File: src/sv/least_refcount_contiguous_slot_alloc_assert.svh
// ----------------------------------------------------------------------------
// Assertion macros for the slot allocator
// Concurrent assertion wrappers; they compile to nothing when SYNTH is set.
// ----------------------------------------------------------------------------
`ifndef LEAST_REFCOUNT_CONTIGUOUS_SLOT_ALLOC_ASSERT_SVH
`define LEAST_REFCOUNT_CONTIGUOUS_SLOT_ALLOC_ASSERT_SVH

`ifndef SYNTH
// Same-cycle implication, disabled during reset
`define LRCSA_ASSERT_NOW(lbl, clk, rstn, ante, cons, msg) \
    lbl: assert property (@(posedge clk) disable iff (!(rstn)) (ante) |-> (cons)) \
        else $error(msg);
// Next-cycle implication, disabled during reset
`define LRCSA_ASSERT_NEXT(lbl, clk, rstn, ante, cons, msg) \
    lbl: assert property (@(posedge clk) disable iff (!(rstn)) (ante) |=> (cons)) \
        else $error(msg);
`else
`define LRCSA_ASSERT_NOW(lbl, clk, rstn, ante, cons, msg)
`define LRCSA_ASSERT_NEXT(lbl, clk, rstn, ante, cons, msg)
`endif

`endif

File: src/sv/lrcsa_pkg.sv
// ----------------------------------------------------------------------------
// Slot allocator package
// Default sizes, field widths and sequencer states shared by the block.
// ----------------------------------------------------------------------------
package lrcsa_pkg;

    // Default bucket geometry
    localparam int SLOTS_DEF      = 32;
    localparam int KEY_BITS_DEF   = 12;
    localparam int COUNT_BITS_DEF = 16;

    // Fixed word field widths
    localparam int INDEX_W   = 5;
    localparam int KEY_W     = 12;
    localparam int REFCNT_W  = 16;
    localparam int NEED_W    = 6;
    localparam int START_W   = 5;
    localparam int EVICT_W   = 6;
    localparam int IN_DATA_W = 40;
    localparam int OUT_DATA_W = 16;

    // Word kind carried in tuser
    localparam logic MODE_WRITE = 1'b0;
    localparam logic MODE_ALLOC = 1'b1;

    // Sequencer states
    typedef enum logic [2:0] {
        ST_IDLE,
        ST_FORM,
        ST_FIND,
        ST_MIN,
        ST_EVICT,
        ST_RESULT
    } state_t;

endpackage

File: src/sv/least_refcount_contiguous_slot_alloc.sv
// ----------------------------------------------------------------------------
// Least-reference-count contiguous slot allocator
// Keeps one bucket of slots and frees a contiguous run by evicting entries
// with the smallest reference count.
// ----------------------------------------------------------------------------
// Usage:
//   s_axis carries one request word; tuser is the mode (0 write, 1 allocate).
//   A write word stores valid bit, key and count of one slot; an allocate
//   word asks for slots_needed contiguous free slots. Every word returns one
//   m_axis word with start_slot and entries_evicted (both zero for writes).
//   A write goes straight to the result step. An allocate runs a grouping
//   scan over all slots and a free-run scan; while no run is long enough,
//   a minimum scan picks the entry with the least count, its slots are
//   cleared, and the free-run scan runs again. The grouping and minimum
//   scans sweep the single read port of the key/count RAM, one slot a cycle,
//   under one sequencer.
//   s_axis_tready is high only while the sequencer idles; one request is in
//   work at a time. The result register lets the next request enter while a
//   result still waits; a stalled m_axis holds the sequencer at its result
//   step. Reset clears all valid bits and the handshakes; no clearing pass.
// ----------------------------------------------------------------------------
`include "least_refcount_contiguous_slot_alloc_assert.svh"

module least_refcount_contiguous_slot_alloc
    import lrcsa_pkg::*;
#(
    parameter int SLOTS      = SLOTS_DEF,
    parameter int KEY_BITS   = KEY_BITS_DEF,
    parameter int COUNT_BITS = COUNT_BITS_DEF
) (
    input  logic                  clk,
    input  logic                  rst_n,
    input  logic                  s_axis_tvalid,
    output logic                  s_axis_tready,
    // slot_index[4:0], slot_valid[5], slot_key[17:6], slot_refcount[33:18],
    // slots_needed[39:34]
    input  logic [IN_DATA_W-1:0]  s_axis_tdata,
    // mode
    input  logic                  s_axis_tuser,
    output logic                  m_axis_tvalid,
    input  logic                  m_axis_tready,
    // start_slot[4:0], entries_evicted[10:5], zero [15:11]
    output logic [OUT_DATA_W-1:0] m_axis_tdata
);

    localparam int IDXW = $clog2(SLOTS);
    localparam int PTRW = $clog2(SLOTS + 1);
    localparam int CMPW = (PTRW > NEED_W) ? PTRW : NEED_W;
    localparam int RAMW = KEY_BITS + COUNT_BITS;

    // Input word fields
    logic                in_mode;
    logic [INDEX_W-1:0]  in_index;
    logic                in_valid;
    logic [KEY_W-1:0]    in_key;
    logic [REFCNT_W-1:0] in_refcnt;
    logic [NEED_W-1:0]   in_need;

    assign in_mode   = s_axis_tuser;
    assign in_index  = s_axis_tdata[4:0];
    assign in_valid  = s_axis_tdata[5];
    assign in_key    = s_axis_tdata[17:6];
    assign in_refcnt = s_axis_tdata[33:18];
    assign in_need   = s_axis_tdata[39:34];

    // Control registers
    state_t              state_reg, state_next;
    logic [SLOTS-1:0]    valid_reg, valid_next;
    logic [PTRW-1:0]     ptr_reg, ptr_next;
    logic [PTRW-1:0]     avail_reg, avail_next;
    logic                rd_vld_reg, rd_vld_next;
    logic                best_found_reg, best_found_next;
    logic                first_reg, first_next;
    logic [PTRW-1:0]     evict_reg, evict_next;
    logic                m_valid_reg, m_valid_next;

    // Payload registers
    logic [SLOTS-1:0]    sf_reg, sf_next;
    logic [NEED_W-1:0]   need_reg, need_next;
    logic [IDXW-1:0]     rd_idx_reg, rd_idx_next;
    logic [KEY_BITS-1:0] prev_key_reg, prev_key_next;
    logic [IDXW-1:0]     best_idx_reg, best_idx_next;
    logic [COUNT_BITS-1:0] best_cnt_reg, best_cnt_next;
    logic [PTRW-1:0]     start_reg, start_next;
    logic [START_W-1:0]  m_start_reg, m_start_next;
    logic [EVICT_W-1:0]  m_evict_reg, m_evict_next;

    // RAM interface
    logic                  ram_wr_en;
    logic [IDXW-1:0]       ram_wr_addr;
    logic [RAMW-1:0]       ram_wr_data;
    logic                  ram_rd_en;
    logic [RAMW-1:0]       ram_rd_data;
    logic [KEY_BITS-1:0]   rd_key;
    logic [COUNT_BITS-1:0] rd_cnt;

    // Sequencer conditions
    logic            in_accept;
    logic            index_ok;
    logic [IDXW-1:0] ptr_idx;
    logic [IDXW-1:0] prev_idx;
    logic            scan_end;
    logic            sweep_done;
    logic            run_found;
    logic            evict_go;
    logic            out_free;
    logic            better;

    assign s_axis_tready = (state_reg == ST_IDLE);
    assign in_accept     = s_axis_tvalid && s_axis_tready;
    assign index_ok      = (int'(in_index) < SLOTS);
    assign ptr_idx       = ptr_reg[IDXW-1:0];
    assign prev_idx      = rd_idx_reg - IDXW'(1);
    assign scan_end      = (ptr_reg == PTRW'(SLOTS));
    assign sweep_done    = scan_end && !rd_vld_reg;
    assign run_found     = (CMPW'(avail_reg) >= CMPW'(need_reg));
    assign evict_go      = !scan_end && valid_reg[ptr_idx] && (first_reg || !sf_reg[ptr_idx]);
    assign out_free      = !m_valid_reg || m_axis_tready;
    assign rd_key        = ram_rd_data[KEY_BITS-1:0];
    assign rd_cnt        = ram_rd_data[KEY_BITS +: COUNT_BITS];
    assign better        = valid_reg[rd_idx_reg] && sf_reg[rd_idx_reg]
                           && (!best_found_reg || (rd_cnt < best_cnt_reg));

    // Key and count store
    assign ram_wr_en   = in_accept && (in_mode == MODE_WRITE) && index_ok;
    assign ram_wr_addr = IDXW'(in_index);
    assign ram_wr_data = {COUNT_BITS'(in_refcnt), KEY_BITS'(in_key)};
    assign ram_rd_en   = ((state_reg == ST_FORM) || (state_reg == ST_MIN)) && !scan_end;

    lrcsa_ram #(
        .WIDTH (RAMW),
        .DEPTH (SLOTS)
    ) u_store (
        .clk     (clk),
        .wr_en   (ram_wr_en),
        .wr_addr (ram_wr_addr),
        .wr_data (ram_wr_data),
        .rd_en   (ram_rd_en),
        .rd_addr (ptr_idx),
        .rd_data (ram_rd_data)
    );

    // Next state
    always_comb
    begin
        state_next = state_reg;
        case (state_reg)
            ST_IDLE:
            begin
                if (in_accept)
                begin
                    state_next = (in_mode == MODE_ALLOC) ? ST_FORM : ST_RESULT;
                end
            end
            ST_FORM:
            begin
                if (sweep_done)
                begin
                    state_next = ST_FIND;
                end
            end
            ST_FIND:
            begin
                if (run_found)
                begin
                    state_next = ST_RESULT;
                end
                else if (scan_end)
                begin
                    state_next = ST_MIN;
                end
            end
            ST_MIN:
            begin
                if (sweep_done)
                begin
                    state_next = best_found_reg ? ST_EVICT : ST_RESULT;
                end
            end
            ST_EVICT:
            begin
                if (!evict_go)
                begin
                    state_next = ST_FIND;
                end
            end
            ST_RESULT:
            begin
                if (out_free)
                begin
                    state_next = ST_IDLE;
                end
            end
            default:
            begin
                state_next = ST_IDLE;
            end
        endcase
    end

    // Datapath next values
    always_comb
    begin
        valid_next      = valid_reg;
        sf_next         = sf_reg;
        ptr_next        = ptr_reg;
        avail_next      = avail_reg;
        rd_vld_next     = ram_rd_en;
        rd_idx_next     = ptr_idx;
        prev_key_next   = prev_key_reg;
        best_found_next = best_found_reg;
        best_idx_next   = best_idx_reg;
        best_cnt_next   = best_cnt_reg;
        first_next      = first_reg;
        evict_next      = evict_reg;
        start_next      = start_reg;
        need_next       = need_reg;
        m_valid_next    = m_valid_reg && !m_axis_tready;
        m_start_next    = m_start_reg;
        m_evict_next    = m_evict_reg;

        case (state_reg)
            ST_IDLE:
            begin
                // Take a request word
                if (in_accept)
                begin
                    ptr_next   = '0;
                    evict_next = '0;
                    start_next = '0;
                    need_next  = in_need;
                    if ((in_mode == MODE_WRITE) && index_ok)
                    begin
                        valid_next[IDXW'(in_index)] = in_valid;
                    end
                end
            end
            ST_FORM:
            begin
                // Mark the first slot of every entry
                if (rd_vld_reg)
                begin
                    sf_next[rd_idx_reg] = valid_reg[rd_idx_reg]
                        && ((rd_idx_reg == '0) || !valid_reg[prev_idx]
                            || (prev_key_reg != rd_key));
                    prev_key_next = rd_key;
                end
                if (ram_rd_en)
                begin
                    ptr_next = ptr_reg + PTRW'(1);
                end
                if (sweep_done)
                begin
                    ptr_next   = '0;
                    avail_next = '0;
                end
            end
            ST_FIND:
            begin
                // Walk the valid bits for a long enough free run
                if (run_found)
                begin
                    start_next = ptr_reg - avail_reg;
                end
                else if (scan_end)
                begin
                    ptr_next        = '0;
                    best_found_next = 1'b0;
                end
                else
                begin
                    avail_next = valid_reg[ptr_idx] ? '0 : (avail_reg + PTRW'(1));
                    ptr_next   = ptr_reg + PTRW'(1);
                end
            end
            ST_MIN:
            begin
                // Track the live entry with the least count, lowest slot on ties
                if (rd_vld_reg && better)
                begin
                    best_found_next = 1'b1;
                    best_idx_next   = rd_idx_reg;
                    best_cnt_next   = rd_cnt;
                end
                if (ram_rd_en)
                begin
                    ptr_next = ptr_reg + PTRW'(1);
                end
                if (sweep_done)
                begin
                    if (best_found_reg)
                    begin
                        ptr_next   = PTRW'(best_idx_reg);
                        first_next = 1'b1;
                        evict_next = evict_reg + PTRW'(1);
                    end
                    else
                    begin
                        start_next = '0;
                    end
                end
            end
            ST_EVICT:
            begin
                // Drop the slots of the chosen entry
                if (evict_go)
                begin
                    valid_next[ptr_idx] = 1'b0;
                    ptr_next            = ptr_reg + PTRW'(1);
                    first_next          = 1'b0;
                end
                else
                begin
                    ptr_next   = '0;
                    avail_next = '0;
                end
            end
            ST_RESULT:
            begin
                // Load the result register once it is free
                if (out_free)
                begin
                    m_valid_next = 1'b1;
                    m_start_next = START_W'(start_reg);
                    m_evict_next = EVICT_W'(evict_reg);
                end
            end
            default:
            begin
                m_valid_next = m_valid_reg && !m_axis_tready;
            end
        endcase
    end

    // Control registers
    always_ff @(posedge clk or negedge rst_n)
    begin
        if (!rst_n)
        begin
            state_reg      <= ST_IDLE;
            valid_reg      <= '0;
            ptr_reg        <= '0;
            avail_reg      <= '0;
            rd_vld_reg     <= 1'b0;
            best_found_reg <= 1'b0;
            first_reg      <= 1'b0;
            evict_reg      <= '0;
            m_valid_reg    <= 1'b0;
        end
        else
        begin
            state_reg      <= state_next;
            valid_reg      <= valid_next;
            ptr_reg        <= ptr_next;
            avail_reg      <= avail_next;
            rd_vld_reg     <= rd_vld_next;
            best_found_reg <= best_found_next;
            first_reg      <= first_next;
            evict_reg      <= evict_next;
            m_valid_reg    <= m_valid_next;
        end
    end

    // Payload registers
    always_ff @(posedge clk)
    begin
        sf_reg       <= sf_next;
        need_reg     <= need_next;
        rd_idx_reg   <= rd_idx_next;
        prev_key_reg <= prev_key_next;
        best_idx_reg <= best_idx_next;
        best_cnt_reg <= best_cnt_next;
        start_reg    <= start_next;
        m_start_reg  <= m_start_next;
        m_evict_reg  <= m_evict_next;
    end

    assign m_axis_tvalid = m_valid_reg;
    assign m_axis_tdata  = {{(OUT_DATA_W - START_W - EVICT_W){1'b0}}, m_evict_reg, m_start_reg};

    // Checks
    `LRCSA_ASSERT_NEXT(a_result_loads, clk, rst_n, (state_reg == ST_RESULT) && out_free, m_valid_reg && (state_reg == ST_IDLE), "result not loaded when output free")
    `LRCSA_ASSERT_NOW(a_evict_head, clk, rst_n, (state_reg == ST_EVICT) && first_reg, !scan_end && valid_reg[ptr_idx] && sf_reg[ptr_idx], "eviction does not start at a live entry head")
    `LRCSA_ASSERT_NOW(a_evict_bound, clk, rst_n, 1'b1, evict_reg <= PTRW'(SLOTS), "eviction count exceeds slot count")
    `LRCSA_ASSERT_NEXT(a_evict_clears, clk, rst_n, (state_reg == ST_EVICT) && evict_go, !valid_reg[$past(ptr_idx)], "evicted slot still valid")

endmodule

File: src/sv/lrcsa_ram.sv
// ----------------------------------------------------------------------------
// Generic single-port-write RAM
// One write port and one read port, read data registered.
// ----------------------------------------------------------------------------
module lrcsa_ram #(
    parameter int WIDTH = 8,
    parameter int DEPTH = 32
) (
    input  logic                     clk,
    input  logic                     wr_en,
    input  logic [$clog2(DEPTH)-1:0] wr_addr,
    input  logic [WIDTH-1:0]         wr_data,
    input  logic                     rd_en,
    input  logic [$clog2(DEPTH)-1:0] rd_addr,
    output logic [WIDTH-1:0]         rd_data
);

    logic [WIDTH-1:0] mem [DEPTH];

    // Write and registered read
    always_ff @(posedge clk)
    begin
        if (wr_en)
        begin
            mem[wr_addr] <= wr_data;
        end
        if (rd_en)
        begin
            rd_data <= mem[rd_addr];
        end
    end

endmodule
File: config.mk
export PLATFORM = sky130hd
export DESIGN_NAME = least_refcount_contiguous_slot_alloc
export DESIGN_NICKNAME = d
export VERILOG_FILES = /design/src/sv/lrcsa_pkg.sv /design/src/sv/least_refcount_contiguous_slot_alloc.sv /design/src/sv/lrcsa_ram.sv
export VERILOG_INCLUDE_DIRS = /design/src /design/src/sv
export SDC_FILE = /design/constraint.sdc
export NUM_CORES = 1
export LEC_CHECK = 0
export BUFFER_PORTS_ARGS = -buffer_cell sky130_fd_sc_hd__clkbuf_2
export CAP_MARGIN = 20
export CORE_UTILIZATION = 42
export DETAILED_ROUTE_END_ITERATION = 10
export SETUP_SLACK_MARGIN = 0.02
export SYNTH_ARGS = -nofsm -noshare
export SYNTH_HDL_FRONTEND = slang
export SYNTH_SLANG_ARGS = --single-unit
export TNS_END_PERCENT = 20
File: constraint.sdc
create_clock -name clk -period 3.83 [get_ports clk]
set_input_delay 0.383 -clock clk [delete_from_list [all_inputs] [get_ports clk]]
set_output_delay 0.383 -clock clk [all_outputs]
set_load 0.005 [all_outputs]
Yosys cells after proc, flatten, opt, wreduce, memory -nomap -nowiden
Memory sizes are Yosys's and may differ from the RTL's. A register that Yosys moved wholly into a read port is not among the register bits.
Cells that the tools add are included.
- bitwise logic cells: 3
- $add $sub $neg: 5
- reduce and logical (&&, ||, !) cells: 48
- multiplexer cells: 66
- order comparisons: 9
- equal/unequal tests: 22
- operator list (kind ; number):
    2-to-1 mux 32 bit ; 3
    2-to-1 mux 6 bit ; 15
    bitwise mux 32 bit ; 2
    case mux 32 bit (2 select lines) ; 1
    bitwise AND 32 bit ; 1
    NOT 32 bit ; 1
    case mux 6 bit (5 select lines) ; 1
    binary-select mux 1 bit (select 5 bit) ; 5
    < comparator 5 x 6 -> 1 bit, second input constant ; 4
    2-to-1 mux 3 bit ; 8
    != test 2 bit, second input constant ; 12
    2-to-1 mux 1 bit ; 19
    adder 6 x 1 -> 6 bit, second input constant ; 3
    case mux 3 bit (6 select lines) ; 1
    case mux 6 bit (3 select lines) ; 1
    < comparator 16 bit ; 1
    AND reduction 4 bit ; 4
    demux 1 bit (select 5 bit) ; 3
    greater-or-equal comparator 5 x 1 -> 1 bit, second input constant ; 3
    2-to-1 mux 5 bit ; 3
    case mux 5 bit (3 select lines) ; 1
    logical AND 1 bit ; 14
    != test 12 bit ; 1
    case mux 6 bit (2 select lines) ; 1
    22 further kinds ; 45
- flip-flop bits (word level): 149
- bits of input ports: 45
- word-level logic and storage cells: 172
- output and inout bits: 18
- memories: 1
- RAM bits: 896
- memories (memory ; depth ; bits a word ; read ports ; clocked after Yosys merged registers in ; wr ports ; line ; source):
    u_store.mem ; 32 ; 28 ; 1 ; 1 ; 1 ; lrcsa_ram.sv:18 ; logic [WIDTH-1:0] mem [DEPTH];

Depth between registers and ports, before layout
Gate-level depths: netlist of the first run.
- word-level depth: 8
- depth in mapped cells: 13
- gate-level depth less buffers: 10

Cells and area by module
A second synthesis of the first run with hierarchy kept.
- cell total of the unflattened synthesis: 2733
- area, all modules: 44342.5 um^2
- by module, submodules not included (module ; cells an instance ; area each (um^2) ; instances):
    lrcsa_ram ; 1984 ; 35728.0 ; 1
    least_refcount_contiguous_slot_alloc ; 749 ; 8614.5 ; 1

Least setup slack after synthesis of the first run
No wires, ideal clock.
- kind: register to register
- from: reg rd_idx_reg[1]
- to: reg sf_reg[0], data pin
- required time: 3.549 ns
- arrival: 3.098 ns
- library setup time: 0.281 ns
- path slack: 0.450 ns
- stages on the path, launching flop included: 10
- buffers on the path: 3
- clock period less this slack: 3.380 ns
- cell sequence: dfxtp_1 > clkbuf_1 > buf_1 > inv_1 > ha_1 > clkbuf_1 > mux4_2 > mux4_2 > mux2i_1 > o21a_1
- word-level cells in the longest chain between the ends: 8
- elaborated cells between the ends (all ways): 16
- classes of those cells: add/sub (1); order compare (2); mux (7); reduce/logical (6)
- ends and longest elaborated chain (element ; line ; source):
    from (decl) ; least_refcount_contiguous_slot_alloc.sv:80 ; logic [IDXW-1:0] rd_idx_reg, rd_idx_next;
    from (signal assigned) ; least_refcount_contiguous_slot_alloc.sv:369 ; rd_idx_reg <= rd_idx_next;
    subtractor 5 x 1 -> 5 bit ; least_refcount_contiguous_slot_alloc.sv:113 ; assign prev_idx = rd_idx_reg - IDXW'(1);
    binary-select mux 1 bit (select 5 bit) ; least_refcount_contiguous_slot_alloc.sv:244 ; && ((rd_idx_reg == '0) || !valid_reg[prev_idx]
    2-to-1 mux 1 bit (not written as such) ; least_refcount_contiguous_slot_alloc.sv:244 ;
    logical NOT 1 bit ; least_refcount_contiguous_slot_alloc.sv:244 ;
    logical OR 1 bit ; least_refcount_contiguous_slot_alloc.sv:244 ;
    logical OR 1 bit ; least_refcount_contiguous_slot_alloc.sv:245 ; || (prev_key_reg != rd_key));
    logical AND 1 bit ; least_refcount_contiguous_slot_alloc.sv:244 ;
    bitwise mux 32 bit (*) ; least_refcount_contiguous_slot_alloc.sv:243 ; sf_next[rd_idx_reg] = valid_reg[rd_idx_reg]
    to (signal assigned) ; least_refcount_contiguous_slot_alloc.sv:367 ; sf_reg <= sf_next;
    to (decl) ; least_refcount_contiguous_slot_alloc.sv:78 ; logic [SLOTS-1:0] sf_reg, sf_next;
Every way passes the cells marked *; elsewhere a longest branch is shown, timed or not. The select of a mux whose other input is x is not followed.
A chain may end at the register's enable or synchronous reset.

Final worst setup path of the first run
- from: reg ptr_reg[1]
- to: reg start_reg[3] (enable)
- word-level cells in the longest chain between the ends: 4
- ends and longest elaborated chain (element ; line ; source):
    from (decl) ; least_refcount_contiguous_slot_alloc.sv:69 ; logic [PTRW-1:0] ptr_reg, ptr_next;
    from (signal assigned) ; least_refcount_contiguous_slot_alloc.sv:354 ; ptr_reg <= ptr_next;
    == test 6 bit ; least_refcount_contiguous_slot_alloc.sv:114 ; assign scan_end = (ptr_reg == PTRW'(SLOTS));
    logical AND 1 bit ; least_refcount_contiguous_slot_alloc.sv:115 ; assign sweep_done = scan_end && !rd_vld_reg;
    != test 2 bit (no line) ; n/a ;
    AND reduction 5 bit (no line) ; n/a ;
    to (signal assigned) ; least_refcount_contiguous_slot_alloc.sv:373 ; start_reg <= start_next;
    to (decl) ; least_refcount_contiguous_slot_alloc.sv:84 ; logic [PTRW-1:0] start_reg, start_next;
No other way between the ends.

==> metrics.txt, run 1 <==
failing checks DRC; DP Cell Count 3612; final setup fails 0; Place WS 0.588 ns; reg2reg start ptr_reg[1]; ANT cells 0; DRC viols 2; hold_sp s_axis_tuser; Comb power frac 22.1%; Final period util 85.7%; most frequent cells in the layout 1011 x edfxtp_1, 255 x mux4_2, 109 x clkbuf_16; Die Span Y 322 um; fin crit period 3.28 ns; Static Leakage 0.0156 uW; FP Rows 117; CP max stage cell dfrtp_4; cell taking the most area after synthesis edfxtp_1; utilization after layout 48.6%; slowest cell delay on critical path 0.68 ns; vias 22500; Die Wd 322 um; RD Place Congestion 0.887; Area growth syn-to-layout 14.7%; number of global-route vias before repair 23200; setup_tns 0 ns; DPL Wire Length 64.5 mm; max-cap violations 0; Switching Share 27.6%; die area 104000 um2; status finished, violations left; Max Freq 305 MHz; CTS sink cnt 1073; gr usage total 21.2%; clock power share 32.3%; PnR worst setup slack 0.549 ns; DRT antenna net count 0; top_reg_cell synth edfxtp_1; H-tree levels 3; Synth Cell Area 43100 um2; Synth area leaders edfxtp_1 70%, mux4_2 13%, dfrtp_1 3.3%, a22oi_1 1.4%, ha_1 1.0%; initial core utilization 42.4%; number of CTS-inserted buffers 107; EDFF count, synth 1011; sw power 8520 uW; CP top delay family simple AND/OR/NAND/NOR gates; pwr dens 625 nW/um2; synthesized flop and latch total 1073; total global routing overflow 0; initial drt markers 2575; Root Driver clkbuf_16; Yosys cell types 76; crit path launch ptr_reg[1]; post-DR vias/cell 5.91; largest net degree at the start of global routing 64; startpoint type of the worst setup path flop; first-pass GRT wire length 160 mm; most common cell after layout, fill and taps aside edfxtp_1; post-synthesis sequential area ratio 74.0%; Worst-Skew Late Latency 0.68 ns; Required @ worst endpoint 4.15 ns; asr flop ratio synth 5.31%; worst relative slew slack 32.6%; most used cell, CP nor2_1; worst-path cell chain inv_1 -> ha_1 -> nand3_2 -> nor2_1 -> nand2_1 -> o22ai_1 -> a22oi_1 -> nor2_1; YS warnings 0; post-synth top area share 70.4%; Hold Fails Final Rpt 0; # IOs 63; maximum VDD drop 387 uV; cells after synthesis 2196; CP arrival 3.60 ns; clock buffer depth 3; Pre-antenna DRT Iters 10; Post-CTS Setup Bufs 0; final wirelength 109 mm; Crit path buffers/inverters 1; wire per inst 28.5 um; Syn Area/Cell 19.6 um2; clock transition at the registers of the reported paths 0.06 ns; Setup Crit Path Kind reg2reg; Core ar. 102000 um2; share of cells above drive strength 1 26.1%; port bufs 57; CTS tree done; worst-margin pin slew 1.01 ns; crit end category flop; Int Power 22400 uW; max reg flops 896; Final #Nets 2443; Layout Cells excl Fill 3812; Max Slew Vio Count 0; worst min-delay path class in2reg; Resize count post-CTS 0; part of the power in registers 45.6%; initial antenna violation count 2; unrepaired setup endpoints after global routing false; worst-path maximum fanout 33; clk_skew 0.0298 ns
[power by group through the flow]
stage          Sequential, uW  Combinational, uW  Clock [uW]
6_report                14100               6830        9980
3_3_place_gp            14300               6810           0
5_1_grt                 14100               7380       10600
3_5_place_dp            14300               6890           0
2_1_floorplan           13900               5100           0
4_1_cts                 14100               6920       10100
[per-layer routing]
metal	up-vias	part of all wire (%)	GRT usage, %
met5	-	0.028	0
met2	876	50	35.6
li1	9439	-	-
met4	4	1.9	4.77
met1	12100	42	29.3
met3	150	6.4	3.31
[path summary, 6_finish.rpt]
check,slack [ns],endpoint,cells past startpoint
setup / recovery,0.55,start_reg[3],8
hold / removal,0.14,state_reg[2],4
setup reg to reg,0.55,start_reg[3],8
hold reg to reg,0.42,m_start_reg[3],0
max in group asynchronous,2.62,ptr_reg[0],3
min in group asynchronous,0.21,avail_reg[1],2
[synth_stat cells (all sizes together) (3+ instances only)]
library cell,n
edfxtp,1011
mux4,255
nor2,115
o21ai,80
a22oi,78
buf,77
dfrtp,57
nand2,52
clkbuf,47
mux2i,44
inv,39
ha,36
nand3,27
a21oi,23
a221oi,22
o211ai,22
a22o,20
nor3,17
xor2,16
nand4,15
nand2b,13
mux2,11
nor2b,10
o22ai,9
xnor2,8
a21o,6
nand3b,6
or3,6
and2,5
dfxtp,5
o2111ai,5
o311ai,5
or3b,5
a211oi,4
nor4,4
a31o,3
a32oi,3
nor3b,3
o2bb2ai,3
or2,3
[per-stage QoR]
stage / total power (uW) / area, um2 / hold slack, ns
finish: 30900 / 49400 / 0.136
global route: 32100 / 49400 / 0.137
CTS: 31100 / 49400 / 0.0862
detailed placement: 21200 / 46000 / 0.389
global placement: 21100 / 46000 / 0.394
floorplan: 19000 / 43100 / 0.0874
[tightest hold or removal path: cells and delay by family]
family / cells / cell delay (ns)
AOI/OAI and AO/OA: 1 / 0.15
buffers and inverters: 1 / 0.11
muxes: 1 / 0.08
and+or+nand+nor: 1 / 0.04
[kinds of logic (layout without fill, tap and decap cells)]
kind of cell,after synthesis,after routing,share of synthesized area (%)
buf+inv,163,407,1.71
fa+ha+maj,37,37,1.09
simple gates,285,285,3.21
other cells,1,5,0.00870
flops,1073,1073,74.0
compound gates,303,303,4.88
xor+xnor,24,24,0.488
mux,310,310,14.6
[cell type report]
type / count / area (um2)
multi-input cells: 964 / 10800
flip-flops and latches: 1073 / 31900
fillers: 8234 / 52300
inverters: 39 / 146
repair buffers: 176 / 1560
clock inverters: 58 / 464
clock buffers: 134 / 2860
well taps: 1368 / 1710
[repair_timing]
action	4_1_cts	5_1_grt
hold buffers	8	0
setup endpoints to repair	0	0
hold endpoints to repair	25	0
(Power assumes the default switching activity.)
==> run 2, diff against run 1 <==
==> constraint.sdc (replaced) <==
create_clock -name clk -period 3.83 [get_ports clk]
set_input_delay 0.766 -clock clk [delete_from_list [all_inputs] [get_ports clk]]
set_output_delay 0.766 -clock clk [all_outputs]
set_load 0.005 [all_outputs]
==> run 2 against run 1 <==
  * The run now ends clean
  * Sequential power about the same
  * Hold slack better by 0.15 ns
  * Fmax up 4.0%
  * Sequential share of layout area up 0.24 points
  * Critical endpoint is now start_reg[1]
==> metrics.txt, run 2 (synthesized netlist as in run 1, its figures left out) <==
status finished, final reports clean (was finished, violations left); pwr dens 623 nW/um2 (was 625 nW/um2); # IOs 63 (unchanged); maximum VDD drop 394 uV (was 387 uV); Post-CTS Setup Bufs 0 (unchanged); Setup Crit Path Kind reg2reg (unchanged); CP arrival 3.47 ns (was 3.60 ns); port bufs 57 (unchanged); Worst-Skew Late Latency 0.68 ns (about the same); H-tree levels 3 (unchanged); Post-CTS Hold Fix Bufs 1 (was 8); setup_tns 0 ns (unchanged); WHS Path Cells 1 (was 4); initial core utilization 42.4% (unchanged); fin crit period 3.15 ns (was 3.28 ns); startpoint type of the worst setup path flop (unchanged); wire per inst 28.2 um (was 28.5 um); initial drt markers 2491 (was 2575); Pre-antenna DRT Iters 5 (was 10); Max Freq 317 MHz (was 305 MHz); initial antenna violation count 3 (was 2); DP Cell Count 3620 (was 3612); CTS tree done (unchanged); final wirelength 108 mm (was 109 mm); FP Rows 117 (unchanged); Final #Nets 2443 (unchanged); DRT antenna net count 0 (unchanged); first-pass GRT wire length 157 mm (was 160 mm); Layout Cells excl Fill 3811 (was 3812); RD Place Congestion 0.894 (was 0.887); crit end category flop (unchanged); worst min-delay path class in2reg (unchanged); post-DR vias/cell 5.88 (was 5.91); Hold Fails Final Rpt 0 (unchanged); Area growth syn-to-layout 14.2% (was 14.7%); unrepaired setup endpoints after global routing false (unchanged); Core ar. 102000 um2 (unchanged); Fillers 8317 (was 8234); worst reg2reg path depth 8 (unchanged); max-cap violations 0 (unchanged); r2r setup slk 0.68 ns (was 0.55 ns); Die Wd 322 um (unchanged); number of CTS-inserted buffers 106 (was 107); DRC viols 0 (was 2); worst-margin pin slew 0.997 ns (was 1.01 ns); Static Leakage 0.0155 uW (was 0.0156 uW); Pwr Total 30700 uW (was 30900 uW); PnR worst setup slack 0.676 ns (was 0.549 ns); max reg flops 896 (unchanged); Root Driver clkbuf_16 (unchanged); share of cells above drive strength 1 26.3% (was 26.1%); Die Span Y 322 um (unchanged); worst-path maximum fanout 21 (was 33); DPL Wire Length 64.8 mm (was 64.5 mm); final setup fails 0 (unchanged); clock transition at the registers of the reported paths 0.06 ns (about the same); Resize count post-CTS 0 (unchanged); Place WS 0.689 ns (was 0.588 ns); utilization after layout 48.4% (was 48.6%); CTS sink cnt 1073 (unchanged); total global routing overflow 0 (unchanged); die area 104000 um2 (unchanged); Max Slew Vio Count 0 (unchanged); ANT cells 0 (unchanged); Required @ worst endpoint 4.14 ns (was 4.15 ns); gr usage total 21.0% (was 21.2%); largest net degree at the start of global routing 67 (was 64); worst relative slew slack 32.9% (was 32.6%); clock buffer depth 3 (unchanged); clk_skew 0.0171 ns (was 0.0298 ns); vias 22400 (was 22500); Final period util 82.4% (was 85.7%); most frequent cells in the layout 1011 x edfxtp_1, 255 x mux4_2, 107 x clkbuf_16 (was 1011 x edfxtp_1, 255 x mux4_2, 109 x clkbuf_16); most common cell after layout, fill and taps aside edfxtp_1 (unchanged); number of global-route vias before repair 22900 (was 23200)
==> run 2: cell types whose count changed in the layout (fill, tap and decap cells not counted), moves of 4 or more <==
| cell | change |
|---|---|
| buf_4 | +16 |
| dlygate4sd3_1 | -7 |
| buf_12 | -8 |
| clkbuf_1 | +4 |
==> run 2: layout make-up <==
type / count / area (um2) / area share [%]
well taps: 1368 / 1710 / 3.48
clock inverters: 54 / 423 / 0.859
clock buffers: 136 / 2830 / 5.74
flip-flops and latches: 1073 / 31900 / 64.8
repair buffers: 177 / 1450 / 2.95
multi-input cells: 964 / 10800 / 21.9
inverters: 39 / 146 / 0.297
==> run 2: path summary, 6_finish.rpt <==
check	startpoint	to
worst max-delay path	ptr_reg[0]	start_reg[1]
min in group asynchronous	rst_n	valid_reg[24]
max in group asynchronous	rst_n	valid_reg[25]
worst min-delay path	s_axis_tdata[38]	need_reg[4]
worst min register to register	start_reg[2]	m_start_reg[2]
worst max register to register	ptr_reg[0]	start_reg[1]
==> run 2: metrics by stage <==
stage	cell area (um2)	hold slack [ns]
2_1_floorplan	43100	0.394
6_report	49200	0.284
3_3_place_gp	46000	0.407
4_1_cts	49200	0.236
3_5_place_dp	46000	0.405
5_1_grt	49200	0.248
==> run 2: power breakdown <==
part | internal [uW] | leakage (uW) | switching (uW)
combinational | 3150 | 0.00404 | 3650
sequential | 13500 | 0.00992 | 519
clock | 5580 | 0.00159 | 4260
total | 22200 | 0.0155 | 8430
==> run 2: worst max-delay path, stage by stage, from the launching register on <==
cell	delay, ns
dfrtp_4	0.64
inv_1	0.13
ha_1	0.44
nand3_2	0.36
nor2_1	0.45
nand2_1	0.14
o22ai_1	0.15
a22oi_1	0.11
nor2_1	0.36
==> run 2: routing by layer <==
| layer | wire length [um] | GRT usage (%) | vias up |
|---|---|---|---|
| met5 | 13 | 0 | - |
| li1 | - | - | 9437 |
| met3 | 7010 | 3.60 | 188 |
| met1 | 44800 | 28.8 | 11900 |
| met4 | 2860 | 5.93 | 2 |
| met2 | 52900 | 34.6 | 908 |
